--- src/sidalloc_pkg.sv ---
`default_nettype none
package sidalloc_pkg;

   localparam int MAX_SLOTS = 1024;
   localparam int MIN_SLOTS = 64;
   localparam int SLOT_W    = $clog2(MAX_SLOTS);
   localparam int LIMIT_W   = SLOT_W + 1;
   localparam int GEN_W     = 16;
   localparam int WORD_BITS = 64;
   localparam int BIT_W     = $clog2(WORD_BITS);
   localparam int BM_WORDS  = MAX_SLOTS / WORD_BITS;
   localparam int WORD_AW   = $clog2(BM_WORDS);

   localparam logic [LIMIT_W-1:0] LIMIT_RESET = LIMIT_W'(MAX_SLOTS);

   localparam logic FUNC_ALLOC = 1'b0;
   localparam logic FUNC_FREE  = 1'b1;

   localparam logic [1:0] STATUS_DONE    = 2'd0;
   localparam logic [1:0] STATUS_NO_FREE = 2'd1;
   localparam logic [1:0] STATUS_IGNORED = 2'd2;

   typedef struct packed {
      logic              func;
      logic [SLOT_W-1:0] slot_index;
   } req_type;

   typedef struct packed {
      logic [1:0]        status;
      logic [SLOT_W-1:0] granted_index;
      logic [GEN_W-1:0]  granted_generation;
   } rsp_type;

   typedef struct packed {
      logic                 bm_we;
      logic [WORD_AW-1:0]   bm_addr;
      logic [WORD_BITS-1:0] bm_wdata;
      logic                 gen_we;
      logic [SLOT_W-1:0]    gen_addr;
      logic [GEN_W-1:0]     gen_wdata;
   } mem_ctrl_type;

   typedef struct packed {
      logic             wrapped;
      logic             first_word;
      logic             last_word;
      logic             word_zero;
      logic [BIT_W-1:0] first_bit;
      logic [BIT_W-1:0] last_bit;
   } scan_ctrl_type;

   typedef struct packed {
      logic             found;
      logic [BIT_W-1:0] bit_idx;
   } scan_res_type;

endpackage
`default_nettype wire

--- src/sidalloc_scan.sv ---
`default_nettype none
module sidalloc_scan (
   input  wire sidalloc_pkg::scan_ctrl_type       ctl,
   input  wire [sidalloc_pkg::WORD_BITS-1:0]      word,
   output sidalloc_pkg::scan_res_type             res
);
   import sidalloc_pkg::*;

   localparam logic [WORD_BITS-1:0] ALL = '1;

   logic [WORD_BITS-1:0] ge_first;
   logic [WORD_BITS-1:0] le_last;
   logic [WORD_BITS-1:0] mask;
   logic [WORD_BITS-1:0] free_bits;
   logic [WORD_BITS-1:0] lowest;
   logic [BIT_W-1:0]     idx;

   assign ge_first = ALL << ctl.first_bit;
   assign le_last  = ~((ALL << ctl.last_bit) << 1);

   always_comb begin
      if (!ctl.wrapped) begin
         // hint up to the limit
         mask = (ctl.first_word ? ge_first : ALL) & (ctl.last_word ? le_last : ALL);
      end else begin
         // slot 1 up to just below the hint
         mask = (ctl.word_zero ? (ALL << 1) : ALL) & (ctl.first_word ? ~ge_first : ALL);
      end
   end

   assign free_bits = ~word & mask;
   assign lowest    = free_bits & (~free_bits + WORD_BITS'(1));

   always_comb begin
      idx = '0;
      for (int i = 0; i < WORD_BITS; i++) begin
         if (lowest[i]) begin
            idx = idx | BIT_W'(i);
         end
      end
   end

   assign res.found   = |free_bits;
   assign res.bit_idx = idx;

endmodule
`default_nettype wire

--- config.mk ---
export PLATFORM = sky130hd
export DESIGN_NAME = sidalloc_scan
export DESIGN_NICKNAME = d
export VERILOG_FILES = /design/src/sidalloc_pkg.sv /design/src/sidalloc_scan.sv
export SDC_FILE = /design/constraint.sdc
export NUM_CORES = 1
export LEC_CHECK = 0
export ABC_AREA = 1
export ABC_CLOCK_PERIOD_IN_PS = 5010
export BUFFER_PORTS_ARGS = -buffer_cell sky130_fd_sc_hd__buf_2
export CORE_MARGIN = 1.5
export CORE_UTILIZATION = 30
export DETAILED_ROUTE_END_ITERATION = 12
export PLACE_DENSITY = 0.47
export SYNTH_ARGS = -nofsm -noshare
export SYNTH_HDL_FRONTEND = slang
export SYNTH_SLANG_ARGS = --single-unit
--- constraint.sdc ---
create_clock -name vclk -period 5.01
set_input_delay 0.2505 -clock vclk [all_inputs]
set_output_delay 0.2505 -clock vclk [all_outputs]
set_load 0.02 [all_outputs]
==> results.md <==
- The final critical delay including setup and external delays is 3.92 ns.
- At the end of routability-driven placement, the weighted congestion stood at 1.04.
- The worst min-delay path startpoint is word[61].
- Averaged over all synthesized cells, the footprint is 4.48 µm².
- The total negative slack is 0 ns.
- The layout has 0 clock buffers.
- The most numerous cell on the critical path is sky130_fd_sc_hd__nand2_1.
- The largest net degree at the start of global routing is 45.
- Leaving out fill and tap cells, the most frequent cell in the layout is sky130_fd_sc_hd__nand2_1.
- The switching portion of total power is 73.6%.
- The final layout contains a sequential cell count of 0.
- On the worst path, the slowest cell contributes a delay of 0.66 ns.
- The number of DRC violations after detailed-routing iteration 0 is 1127.
- Detailed placement finished with a half-perimeter wire length of 23.5 mm.
- The floorplan die area is 18200 µm².
- The finished layout holds 1451 standard cells, fillers aside.
- Headroom to the max-slew limit came out at 44.6%.
- The first global-routing pass estimated 41.4 mm of wire.
- 0 antenna diodes ended up in the layout.
- The remaining antenna violation count is 0.
- The run finished with clean final reports.
- The cell family with the largest share of critical-path delay is simple AND/OR/NAND/NOR gates.
- The total count of max-transition violations in the final report came to 0.
- Counting distinct cell types in the post-synthesis netlist gives 36.
- The maximum fanout along the worst path is 44.
- The core region area is 17100 µm².
- The utilization after layout is 33.6%.
- The top cell type by total area after synthesis is sky130_fd_sc_hd__nand2_1.
- The global-route usage over all layers is 29.8%.
- In this run the vertical extent of the chip is 135 µm.
- Across the VDD grid, the largest voltage drop is 0.0000552 V.
- The data arrival time at the worst-slack endpoint is 3.67 ns.
- After detailed placement, the design holds a cell count of 1451.
- The I/O pin total is 87.
- The number of vias per cell after detailed routing is 5.44.
- The number of global-route vias before repair came to 7258.
- The critical path is of the in -> out type.
- The signal on the critical path passes through buf_2 > inv_2 > nand2_1 > nor2_2 > nand2_1 > nand3_1 > nor2_1 > nand2_1 > nand2_1 > nor2_1 > nand2_1 > nand3b_1 > o21ai_0 > nor2_1 > nand2_1 > nor2_1 > nand2_1 > buf_2.
- STA puts the critical path data required time at 4.76 ns.
- For this configuration, the core starts out at a cell density of 30.4%.
- The wire length per cell is 18.9 µm.
- For this run, design rule violations remaining after detail routing come to 0.
- The worst setup path is captured at an output port.
- The type of the worst min-delay path is in -> out.
- The internal cell power is 0.138 mW.
- The routed design has 27.5 mm of wire.
- The count of max-cap constraint violations is 0.
- The number of standard-cell rows in the floorplan is 48.
- The net count of the finished layout is 1308.
- In this run the post-CTS setup repair buffer count came out at 0.
- For this design, the slowest cell found on the critical path is sky130_fd_sc_hd__inv_2.
- The total number of yosys warnings is 0.
- The initial antenna violation count was 0.
- Per report_power, the combinational group accounts for 100.0% of the total.
- The layout has 2100 filler cells.
- The post-layout worst setup margin is 1.09 ns.
- The first-pass iteration count of the detailed router is 6.
- Ranked by total cell area, the synthesized netlist is headed by sky130_fd_sc_hd__nand2_1 (32%), sky130_fd_sc_hd__nor2_1 (16%), sky130_fd_sc_hd__nand3_1 (13%).
- The detailed router placed 7890 vias in this run.
- The total of endpoints with negative setup slack in the final report is 0.
- The critical path contains buffers and inverters numbering 3 combined.
- Dividing total power by cell area gives a power density of 90.5 nW/µm².
- The number of instances in the synthesized netlist is 1164.
- The mapped netlist covers 5210 µm².
- The chip width is 135 µm.
- The number of port buffers is 87.
- The residual overflow from global routing is 0.
- The proportion of power drawn by flip-flops and latches is 0%.
- Of the cells placed in the final design, the portion with a size suffix greater than 1 is 13.5%.
- For this run, the top clock speed supported by timing is 255 MHz.
- Before CTS, the worst setup slack after placement is 1.25 ns.
- The hold violation count in the final report is 0.
- The worst path uses 78.2% of the clock period.
- The area growth from synthesis to layout is 10.4%.
- The actual slew at the worst max-slew pin is 0.830 ns.
- Leaving out fill and tap cells, the most frequent cells in the layout are sky130_fd_sc_hd__nand2_1 (439), sky130_fd_sc_hd__nor2_1 (220), sky130_fd_sc_hd__nand3_1 (132), sky130_fd_sc_hd__inv_1 (116), sky130_fd_sc_hd__buf_2 (87).
- The total area of sequential cells is 0 µm².
- Setup repair after global routing left no endpoint under its margin.
- The launch point of the worst path is ctl[15].
- The clock network power share is 0%.
- The portion of the post-synthesis area used by sequential elements is 0%.
- Summed over its instances, the top area cell type makes up 31.6% of the synthesized netlist area.
- Summed over all cells, the static leakage comes to 3.28 nW.
- Post-CTS repair changed the size of 0 cells.
- The number of hold buffers added after CTS was 0.
- STA classifies the critical path startpoint as an input pin.
- The number of nets produced by synthesis is 1244.
- Summed over all nets, the switching power comes to 0.383 mW.
final timing paths:
| check | endpoint | slack (ns) | cells past startpoint |
|---|---|---|---|
| worst max-delay path | res[5] | 1.09 | 18 |
| worst min-delay path | res[6] | 1.28 | 7 |
Yosys cell counts, types with 2 or more instances:
master and n:
sky130_fd_sc_hd__nand3b_1 18, sky130_fd_sc_hd__or2_1 2, sky130_fd_sc_hd__nand3_1 132, sky130_fd_sc_hd__nor3_1 20, sky130_fd_sc_hd__nand3_2 3, sky130_fd_sc_hd__nor2_8 3, sky130_fd_sc_hd__o21ai_1 10, sky130_fd_sc_hd__and2_1 2
sky130_fd_sc_hd__buf_6 6, sky130_fd_sc_hd__o211ai_1 2, sky130_fd_sc_hd__nand2_4 6, sky130_fd_sc_hd__nand4_1 33, sky130_fd_sc_hd__o21ai_0 20, sky130_fd_sc_hd__inv_2 15, sky130_fd_sc_hd__a21oi_1 39, sky130_fd_sc_hd__nand2_1 439
sky130_fd_sc_hd__buf_2 12, sky130_fd_sc_hd__a31oi_1 2, sky130_fd_sc_hd__nor2_2 25, sky130_fd_sc_hd__nor2_1 220, sky130_fd_sc_hd__inv_1 116, sky130_fd_sc_hd__nor2_4 6, sky130_fd_sc_hd__buf_4 7, sky130_fd_sc_hd__nand2_2 14
per-layer routing:
| metal | vias up | GRT usage (%) | wire length, µm |
|---|---|---|---|
| met5 | - | 0 | 0 |
| met4 | 0 | 10.2 | 1120 |
| met3 | 80 | 5.33 | 3020 |
| met2 | 516 | 47.3 | 11700 |
| met1 | 3474 | 40.7 | 11700 |
| li1 | 3820 | - | - |
cell families (layout without fill, tap and decap cells):
kind of cell	after synthesis	in the layout	share of synthesized area (%)
simple gates	930	930	79.3
compound gates	76	76	7.59
buf+inv	158	220	13.1
final cells by class:
cell class,count,area (µm²),share of cell area (%)
tap,225,282,4.90
inverter,132,498,8.66
multi-input combinational,1006,4530,78.7
timing repair buffer,88,443,7.70
power by group through the flow:
stage,Combinational [mW],Clock (mW),Sequential (mW)
6_report,0.520,0,0
5_1_grt,0.565,0,0
4_1_cts,0.504,0,0
3_5_place_dp,0.502,0,0
3_3_place_gp,0.508,0,0
2_1_floorplan,0.341,0,0
stage by stage:
step | area, µm² | hold WS (ns) | total power, mW
CTS | 5750 | 1.28 | 0.504
global route | 5750 | 1.31 | 0.565
floorplan | 5210 | 0.931 | 0.341
detailed placement | 5750 | 1.27 | 0.502
global placement | 5750 | 1.28 | 0.508
finish | 5750 | 1.28 | 0.520
Note: power is estimated with default switching activity, not from simulation.
