--- src/sidalloc_pkg.sv ---
`default_nettype none
package sidalloc_pkg;

   localparam int MAX_SLOTS = 1024;
   localparam int MIN_SLOTS = 64;
   localparam int SLOT_W    = $clog2(MAX_SLOTS);
   localparam int LIMIT_W   = SLOT_W + 1;
   localparam int GEN_W     = 16;
   localparam int WORD_BITS = 64;
   localparam int BIT_W     = $clog2(WORD_BITS);
   localparam int BM_WORDS  = MAX_SLOTS / WORD_BITS;
   localparam int WORD_AW   = $clog2(BM_WORDS);

   localparam logic [LIMIT_W-1:0] LIMIT_RESET = LIMIT_W'(MAX_SLOTS);

   localparam logic FUNC_ALLOC = 1'b0;
   localparam logic FUNC_FREE  = 1'b1;

   localparam logic [1:0] STATUS_DONE    = 2'd0;
   localparam logic [1:0] STATUS_NO_FREE = 2'd1;
   localparam logic [1:0] STATUS_IGNORED = 2'd2;

   typedef struct packed {
      logic              func;
      logic [SLOT_W-1:0] slot_index;
   } req_type;

   typedef struct packed {
      logic [1:0]        status;
      logic [SLOT_W-1:0] granted_index;
      logic [GEN_W-1:0]  granted_generation;
   } rsp_type;

   typedef struct packed {
      logic                 bm_we;
      logic [WORD_AW-1:0]   bm_addr;
      logic [WORD_BITS-1:0] bm_wdata;
      logic                 gen_we;
      logic [SLOT_W-1:0]    gen_addr;
      logic [GEN_W-1:0]     gen_wdata;
   } mem_ctrl_type;

   typedef struct packed {
      logic             wrapped;
      logic             first_word;
      logic             last_word;
      logic             word_zero;
      logic [BIT_W-1:0] first_bit;
      logic [BIT_W-1:0] last_bit;
   } scan_ctrl_type;

   typedef struct packed {
      logic             found;
      logic [BIT_W-1:0] bit_idx;
   } scan_res_type;

endpackage
`default_nettype wire

--- src/sidalloc_ctrl.sv ---
`default_nettype none
module sidalloc_ctrl (
   input  wire                                   clock,
   input  wire                                   reset,
   input  wire                                   req_valid,
   output logic                                  req_stall,
   input  wire sidalloc_pkg::req_type            req_data,
   output logic                                  rsp_valid,
   input  wire                                   rsp_stall,
   output sidalloc_pkg::rsp_type                 rsp_data,
   input  wire                                   csr_valid,
   output logic                                  csr_ready,
   input  wire [sidalloc_pkg::LIMIT_W-1:0]       csr_data,
   output sidalloc_pkg::mem_ctrl_type            mem,
   input  wire [sidalloc_pkg::WORD_BITS-1:0]     bm_rd_data,
   input  wire [sidalloc_pkg::GEN_W-1:0]         gen_rd_data,
   output sidalloc_pkg::scan_ctrl_type           scan_ctl,
   input  wire sidalloc_pkg::scan_res_type       scan_res
);
   import sidalloc_pkg::*;

   typedef enum logic [7:0] {
      ST_CLEAR    = 8'b0000_0001,
      ST_IDLE     = 8'b0000_0010,
      ST_FREE_RD  = 8'b0000_0100,
      ST_FREE_WR  = 8'b0000_1000,
      ST_SCAN_RD  = 8'b0001_0000,
      ST_SCAN_CHK = 8'b0010_0000,
      ST_GEN_RD   = 8'b0100_0000,
      ST_DONE     = 8'b1000_0000
   } state_type;

   state_type            state_ff, state_in;
   logic [SLOT_W-1:0]    clr_cnt_ff, clr_cnt_in;
   logic [LIMIT_W-1:0]   limit_ff, limit_in;
   logic [SLOT_W-1:0]    hint_ff, hint_in;
   logic                 rsp_valid_ff, rsp_valid_in;
   rsp_type              rsp_data_ff, rsp_data_in;
   rsp_type              res_ff, res_in;
   logic [LIMIT_W-1:0]   lim_ff, lim_in;
   logic [SLOT_W-1:0]    first_ff, first_in;
   logic [SLOT_W-1:0]    slot_ff, slot_in;
   logic [WORD_AW-1:0]   word_ff, word_in;
   logic                 wrapped_ff, wrapped_in;
   logic [SLOT_W-1:0]    pos_ff, pos_in;

   logic [LIMIT_W-1:0]   eff_limit;
   logic                 accept;
   logic [SLOT_W-1:0]    lim_last;
   logic [WORD_AW-1:0]   first_word;
   logic [WORD_AW-1:0]   last_word;
   logic [SLOT_W-1:0]    found_pos;
   logic [LIMIT_W-1:0]   found_inc;
   logic                 rsp_free;

   always_comb begin
      if (limit_ff < LIMIT_W'(MIN_SLOTS)) begin
         eff_limit = LIMIT_W'(MIN_SLOTS);
      end else if (limit_ff > LIMIT_W'(MAX_SLOTS)) begin
         eff_limit = LIMIT_W'(MAX_SLOTS);
      end else begin
         eff_limit = limit_ff;
      end
   end

   assign accept     = req_valid && !req_stall;
   assign req_stall  = (state_ff != ST_IDLE);
   assign csr_ready  = 1'b1;
   assign lim_last   = SLOT_W'(lim_ff - LIMIT_W'(1));
   assign first_word = first_ff[SLOT_W-1:BIT_W];
   assign last_word  = lim_last[SLOT_W-1:BIT_W];
   assign found_pos  = {word_ff, scan_res.bit_idx};
   assign found_inc  = {1'b0, found_pos} + LIMIT_W'(1);
   assign rsp_free   = !rsp_valid_ff || !rsp_stall;

   assign scan_ctl.wrapped    = wrapped_ff;
   assign scan_ctl.first_word = (word_ff == first_word);
   assign scan_ctl.last_word  = (word_ff == last_word);
   assign scan_ctl.word_zero  = (word_ff == '0);
   assign scan_ctl.first_bit  = first_ff[BIT_W-1:0];
   assign scan_ctl.last_bit   = lim_last[BIT_W-1:0];

   always_comb begin
      state_in     = state_ff;
      clr_cnt_in   = clr_cnt_ff;
      limit_in     = limit_ff;
      hint_in      = hint_ff;
      rsp_valid_in = rsp_valid_ff;
      rsp_data_in  = rsp_data_ff;
      res_in       = res_ff;
      lim_in       = lim_ff;
      first_in     = first_ff;
      slot_in      = slot_ff;
      word_in      = word_ff;
      wrapped_in   = wrapped_ff;
      pos_in       = pos_ff;

      mem.bm_we     = 1'b0;
      mem.bm_addr   = word_ff;
      mem.bm_wdata  = bm_rd_data;
      mem.gen_we    = 1'b0;
      mem.gen_addr  = slot_ff;
      mem.gen_wdata = gen_rd_data + GEN_W'(1);

      if (csr_valid && csr_ready) begin
         limit_in = csr_data;
      end
      if (rsp_valid_ff && !rsp_stall) begin
         rsp_valid_in = 1'b0;
      end

      case (state_ff)
         ST_CLEAR: begin
            // zero every generation, and the bitmap with slot 0 reserved
            mem.gen_we    = 1'b1;
            mem.gen_addr  = clr_cnt_ff;
            mem.gen_wdata = '0;
            mem.bm_we     = (clr_cnt_ff < SLOT_W'(BM_WORDS));
            mem.bm_addr   = clr_cnt_ff[WORD_AW-1:0];
            mem.bm_wdata  = (clr_cnt_ff == '0) ? WORD_BITS'(1) : '0;
            clr_cnt_in    = clr_cnt_ff + SLOT_W'(1);
            if (clr_cnt_ff == SLOT_W'(MAX_SLOTS - 1)) begin
               state_in = ST_IDLE;
            end
         end
         ST_IDLE: begin
            if (accept) begin
               lim_in  = eff_limit;
               slot_in = req_data.slot_index;
               res_in  = '0;
               if (hint_ff == '0 || {1'b0, hint_ff} >= eff_limit) begin
                  first_in = SLOT_W'(1);
                  word_in  = '0;
               end else begin
                  first_in = hint_ff;
                  word_in  = hint_ff[SLOT_W-1:BIT_W];
               end
               wrapped_in = 1'b0;
               if (req_data.func == FUNC_FREE) begin
                  if (req_data.slot_index == '0
                      || {1'b0, req_data.slot_index} >= eff_limit) begin
                     res_in.status = STATUS_IGNORED;
                     state_in      = ST_DONE;
                  end else begin
                     state_in = ST_FREE_RD;
                  end
               end else begin
                  state_in = ST_SCAN_RD;
               end
            end
         end
         ST_FREE_RD: begin
            mem.bm_addr = slot_ff[SLOT_W-1:BIT_W];
            state_in    = ST_FREE_WR;
         end
         ST_FREE_WR: begin
            mem.bm_addr  = slot_ff[SLOT_W-1:BIT_W];
            mem.bm_we    = 1'b1;
            mem.bm_wdata = bm_rd_data & ~(WORD_BITS'(1) << slot_ff[BIT_W-1:0]);
            mem.gen_we   = 1'b1;
            state_in     = ST_DONE;
         end
         ST_SCAN_RD: begin
            state_in = ST_SCAN_CHK;
         end
         ST_SCAN_CHK: begin
            mem.gen_addr = found_pos;
            if (scan_res.found) begin
               mem.bm_we    = 1'b1;
               mem.bm_wdata = bm_rd_data | (WORD_BITS'(1) << scan_res.bit_idx);
               pos_in       = found_pos;
               hint_in      = (found_inc < lim_ff) ? found_inc[SLOT_W-1:0] : SLOT_W'(1);
               state_in     = ST_GEN_RD;
            end else if (!wrapped_ff && word_ff == last_word) begin
               wrapped_in = 1'b1;
               word_in    = '0;
               state_in   = ST_SCAN_RD;
            end else if (wrapped_ff && word_ff == first_word) begin
               res_in.status = STATUS_NO_FREE;
               state_in      = ST_DONE;
            end else begin
               word_in  = word_ff + WORD_AW'(1);
               state_in = ST_SCAN_RD;
            end
         end
         ST_GEN_RD: begin
            res_in.status             = STATUS_DONE;
            res_in.granted_index      = pos_ff;
            res_in.granted_generation = gen_rd_data;
            state_in                  = ST_DONE;
         end
         ST_DONE: begin
            if (rsp_free) begin
               rsp_valid_in = 1'b1;
               rsp_data_in  = res_ff;
               state_in     = ST_IDLE;
            end
         end
         default: begin
            state_in = ST_CLEAR;
         end
      endcase
   end

   always_ff @(posedge clock) begin
      if (reset) begin
         state_ff     <= ST_CLEAR;
         clr_cnt_ff   <= '0;
         limit_ff     <= LIMIT_RESET;
         hint_ff      <= SLOT_W'(1);
         rsp_valid_ff <= 1'b0;
      end else begin
         state_ff     <= state_in;
         clr_cnt_ff   <= clr_cnt_in;
         limit_ff     <= limit_in;
         hint_ff      <= hint_in;
         rsp_valid_ff <= rsp_valid_in;
      end
   end

   always_ff @(posedge clock) begin
      rsp_data_ff <= rsp_data_in;
      res_ff      <= res_in;
      lim_ff      <= lim_in;
      first_ff    <= first_in;
      slot_ff     <= slot_in;
      word_ff     <= word_in;
      wrapped_ff  <= wrapped_in;
      pos_ff      <= pos_in;
   end

   assign rsp_valid = rsp_valid_ff;
   assign rsp_data  = rsp_data_ff;

endmodule
`default_nettype wire
--- config.mk ---
export PLATFORM = sky130hd
export DESIGN_NAME = sidalloc_ctrl
export DESIGN_NICKNAME = d
export VERILOG_FILES = /design/src/sidalloc_pkg.sv /design/src/sidalloc_ctrl.sv
export SDC_FILE = /design/constraint.sdc
export NUM_CORES = 1
export LEC_CHECK = 0
export ABC_AREA = 1
export BUFFER_PORTS_ARGS = -buffer_cell sky130_fd_sc_hd__buf_2
export CAP_MARGIN = 30
export CORE_MARGIN = 3
export CORE_UTILIZATION = 50
export DETAILED_ROUTE_END_ITERATION = 10
export GPL_ROUTABILITY_DRIVEN = 1
export HOLD_SLACK_MARGIN = 0.05
export MAX_ROUTING_LAYER = met4
export PLACE_DENSITY_LB_ADDON = 0.3
export SLEW_MARGIN = 20
export SYNTH_ARGS = -nofsm -noshare
export SYNTH_HDL_FRONTEND = slang
export SYNTH_SLANG_ARGS = --single-unit
export TNS_END_PERCENT = 50
--- constraint.sdc ---
create_clock -name clock -period 7.9 [get_ports clock]
set_input_delay 1.185 -clock clock [delete_from_list [all_inputs] [get_ports clock]]
set_output_delay 1.185 -clock clock [all_outputs]
set_load 0.03 [all_outputs]
==> results.md <==
- Final ANT Viol Nets: 0
- Vias in the first global route: about 8,700
- Most common cell after layout, fill and taps aside: buf_2
- Register area share after synthesis: 0.425
- Async set or reset register ratio after synthesis: 0
- Syn Nets: between 1,000 and 1,500
- Average size of a mapped cell: between 7 and 8 um^2
- Fillers: 1,536
- CTS tree: yes
- Power per cell area: ~180 nW/um^2
- Most frequent cells in the layout: buf_2 (255), nand2_1 (206), nor2_1 (165)
- Cells after DPL: between 1,500 and 2,000
- Final worst-path cycle share: 0.555
- Initial antenna violation count: 1
- Ys flop type: edfxtp_1
- Worst setup SP type: flop
- Vias post-DR: about 9,200
- CTS max path bufs: 2
- Setup violators final: 0
- Worst EP required: 6.71 ns
- Worst-path clk slew: ~0.07 ns
- Die Y-Extent: 141 um
- Pin count of the biggest net entering global routing: 43
- MaxCap Viol Count: 0
- Global-route wire length before repair: about 45,000 um
- Die width: ~140 um
- Type of the most critical hold path: flop to flop
- Starting DRT DRC Count: roughly 960
- Total GRT Usage: 0.291
- Drt drc: 0
- Setup crit end kind: output port
- CP bufs+invs: 3
- Clk_skew: ~0.0089 ns
- Area growth syn-to-layout: 21.8%
- Worst-Skew Late Latency: ~0.43 ns
- Port bufs: between 200 and 300
- Crit path max-delay family: simple AND/OR/NAND/NOR gates
- Core ar.: roughly 18,000 um^2
- CTS H-tree depth: 4
- Post-CTS Setup Bufs: 0
- Final net count: between 1,500 and 2,000
- Hpwl dp: roughly 21,000 um
- Critical path peak fanout: 33
- Flops & latches, synth: between 100 and 150
- Root Buffer: clkbuf_16
- Final setup margin: ~3.5 ns
- CP arrival: about 3.2 ns
- Post-synth cell types: 45
- Cts bufs inserted: 17
- Leakage: about 5.2 nW
- Post-Route WL: 28,400 um
- Routability congestion estimate: between 0.9 and 1
- Post-cts resize count: 0
- Max stage delay on crit path: approximately 0.63 ns
- Dpl ws: approximately 3.7 ns
- Vias per cell: 5.60
- Synth Cell Area: between 9000 and 10,000 um^2
- Slew headroom: 0.531
- Final min period: approximately 4.4 ns
- Final Hold Viols: 0
- EDFF count, synth: just over 100
- Critical Path, Cell by Cell: nor2_1, nand2_1, clkinv_2, nand4_4, nand2_2, inv_2, o21ai_1, o21ai_1, buf_2
- Rows: 48
- Kind of critical path: flop to output port
- Unrepaired setup endpoints after global routing: no
- Achievable frequency: 228 MHz
- Slew Limit Fails: 0
- Starting Density: 0.519
- Routed WL per cell: roughly 17 um
- Clock sink count: 142
- Post-route setup TNS: 0 ns
- Cts hold-fix bufs: 0
- Share of cells above drive strength 1: 0.238
- Worst path slowest cell: nand2_2
- Die Area: 19,800 um^2
- Mapped Cells: roughly 1,200
- Ports: roughly 260
- CP most frequent cell: o21ai_1
- Final std cells w/o fill: around 1,600
- Total power: 2.00 mW
- Status: finished, final reports clean
- GRT overflow: 0
- Max VDD drop: between 150 and 200 uV
- Total of warnings raised by yosys: 0
- Worst-Margin Slew: 0.700 ns
- First-pass iteration count of the detailed router: 5
-- state kept, by name (all words and copies together) (netlist names) --
register and cells:
res_ff 28, rsp_data 28, lim_ff 11, limit_ff 11
clr_cnt_ff 10, first_ff 10, hint_ff 10, pos_ff 10
slot_ff 10, state_ff 8, word_ff 4, rsp_valid 1
wrapped_ff 1
-- through the flow --
step | instance area (um^2) | util | hold slack [ns]
4_1_cts | 11000 | 0.630 | 0.420
3_5_place_dp | 10400 | 0.594 | 0.405
5_1_grt | 11100 | 0.631 | 0.426
2_1_floorplan | 9090 | - | 0.400
3_3_place_gp | 10400 | 0.593 | 0.401
6_report | 11100 | 0.631 | 0.419
-- cell usage after synthesis (all sizes together), types with 13 or more instances --
library cell	number	area [um^2]
a21oi	70	350
nor4	14	87.6
buf	36	224
nand2	209	792
nand4	20	161
nor3	18	100
nand3	89	463
o22ai	13	87.6
dfxtp	40	801
xor2	17	149
nor2	179	724
clkbuf	24	90.1
o21ai	136	681
ha	42	526
edfxtp	102	3060
inv	139	522
-- cell type report --
cell class              instances  area [um^2]  share of cell area
diodes                          1         2.50            0.000226
clock buffers                  17          425              0.0384
clock inverters                15          196              0.0177
inverters                     146          551              0.0497
multi-input cells             836         4380               0.395
flip-flops and latches        142         3860               0.349
well taps                     225          282              0.0254
repair buffers                264         1380               0.125
-- power breakdown --
group	switching [mW]	internal (mW)
sequential	0.00944	0.798
combinational	0.250	0.103
clock	0.336	0.507
total	0.595	1.41
-- metal layers --
| metal | track usage | vias to the layer above | wire length [um] |
|---|---|---|---|
| li1 | - | 4443 | - |
| met5 | - | - | 0 |
| met3 | 0.0499 | 64 | 2620 |
| met4 | 0.0964 | 0 | 806 |
| met2 | 0.463 | 475 | 13500 |
| met1 | 0.380 | 4240 | 11400 |
-- cell families (layout without fill, tap and decap cells) --
logic type      count (synthesis)  count (layout)  share of synthesized area
simple gates                  534             534                      0.260
compound gates                239             239                      0.143
buf+inv                       206             442                     0.0951
flops                         142             142                      0.425
fa+ha+maj                      42              42                     0.0578
xor+xnor                       20              20                     0.0193
other cells                     1               2                   0.000412
-- worst paths after layout --
kind                     from     endpoint  slack, ns  cells after the start
hold reg to reg     res_ff[6]  rsp_data[6]       0.42                      0
setup / recovery  state_ff[5]      mem[39]       3.52                      9
setup reg to reg  limit_ff[6]   word_ff[2]       4.75                     14
hold / removal      res_ff[6]  rsp_data[6]       0.42                      0
-- worst register-to-register path, cell delays in order, from the launching register on --
cell	delay, ns
dfxtp_1	0.33
nor4_1	0.37
nand2_1	0.15
o31ai_4	0.38
nand3_1	0.30
ha_1	0.37
nand2_1	0.07
o21ai_0	0.22
nand3_1	0.11
nand3_1	0.10
nor2_1	0.06
nand2_2	0.19
nor2_2	0.07
nand2_1	0.08
nand2_1	0.08
No activity file was read; power rests on OpenSTA's default activity.
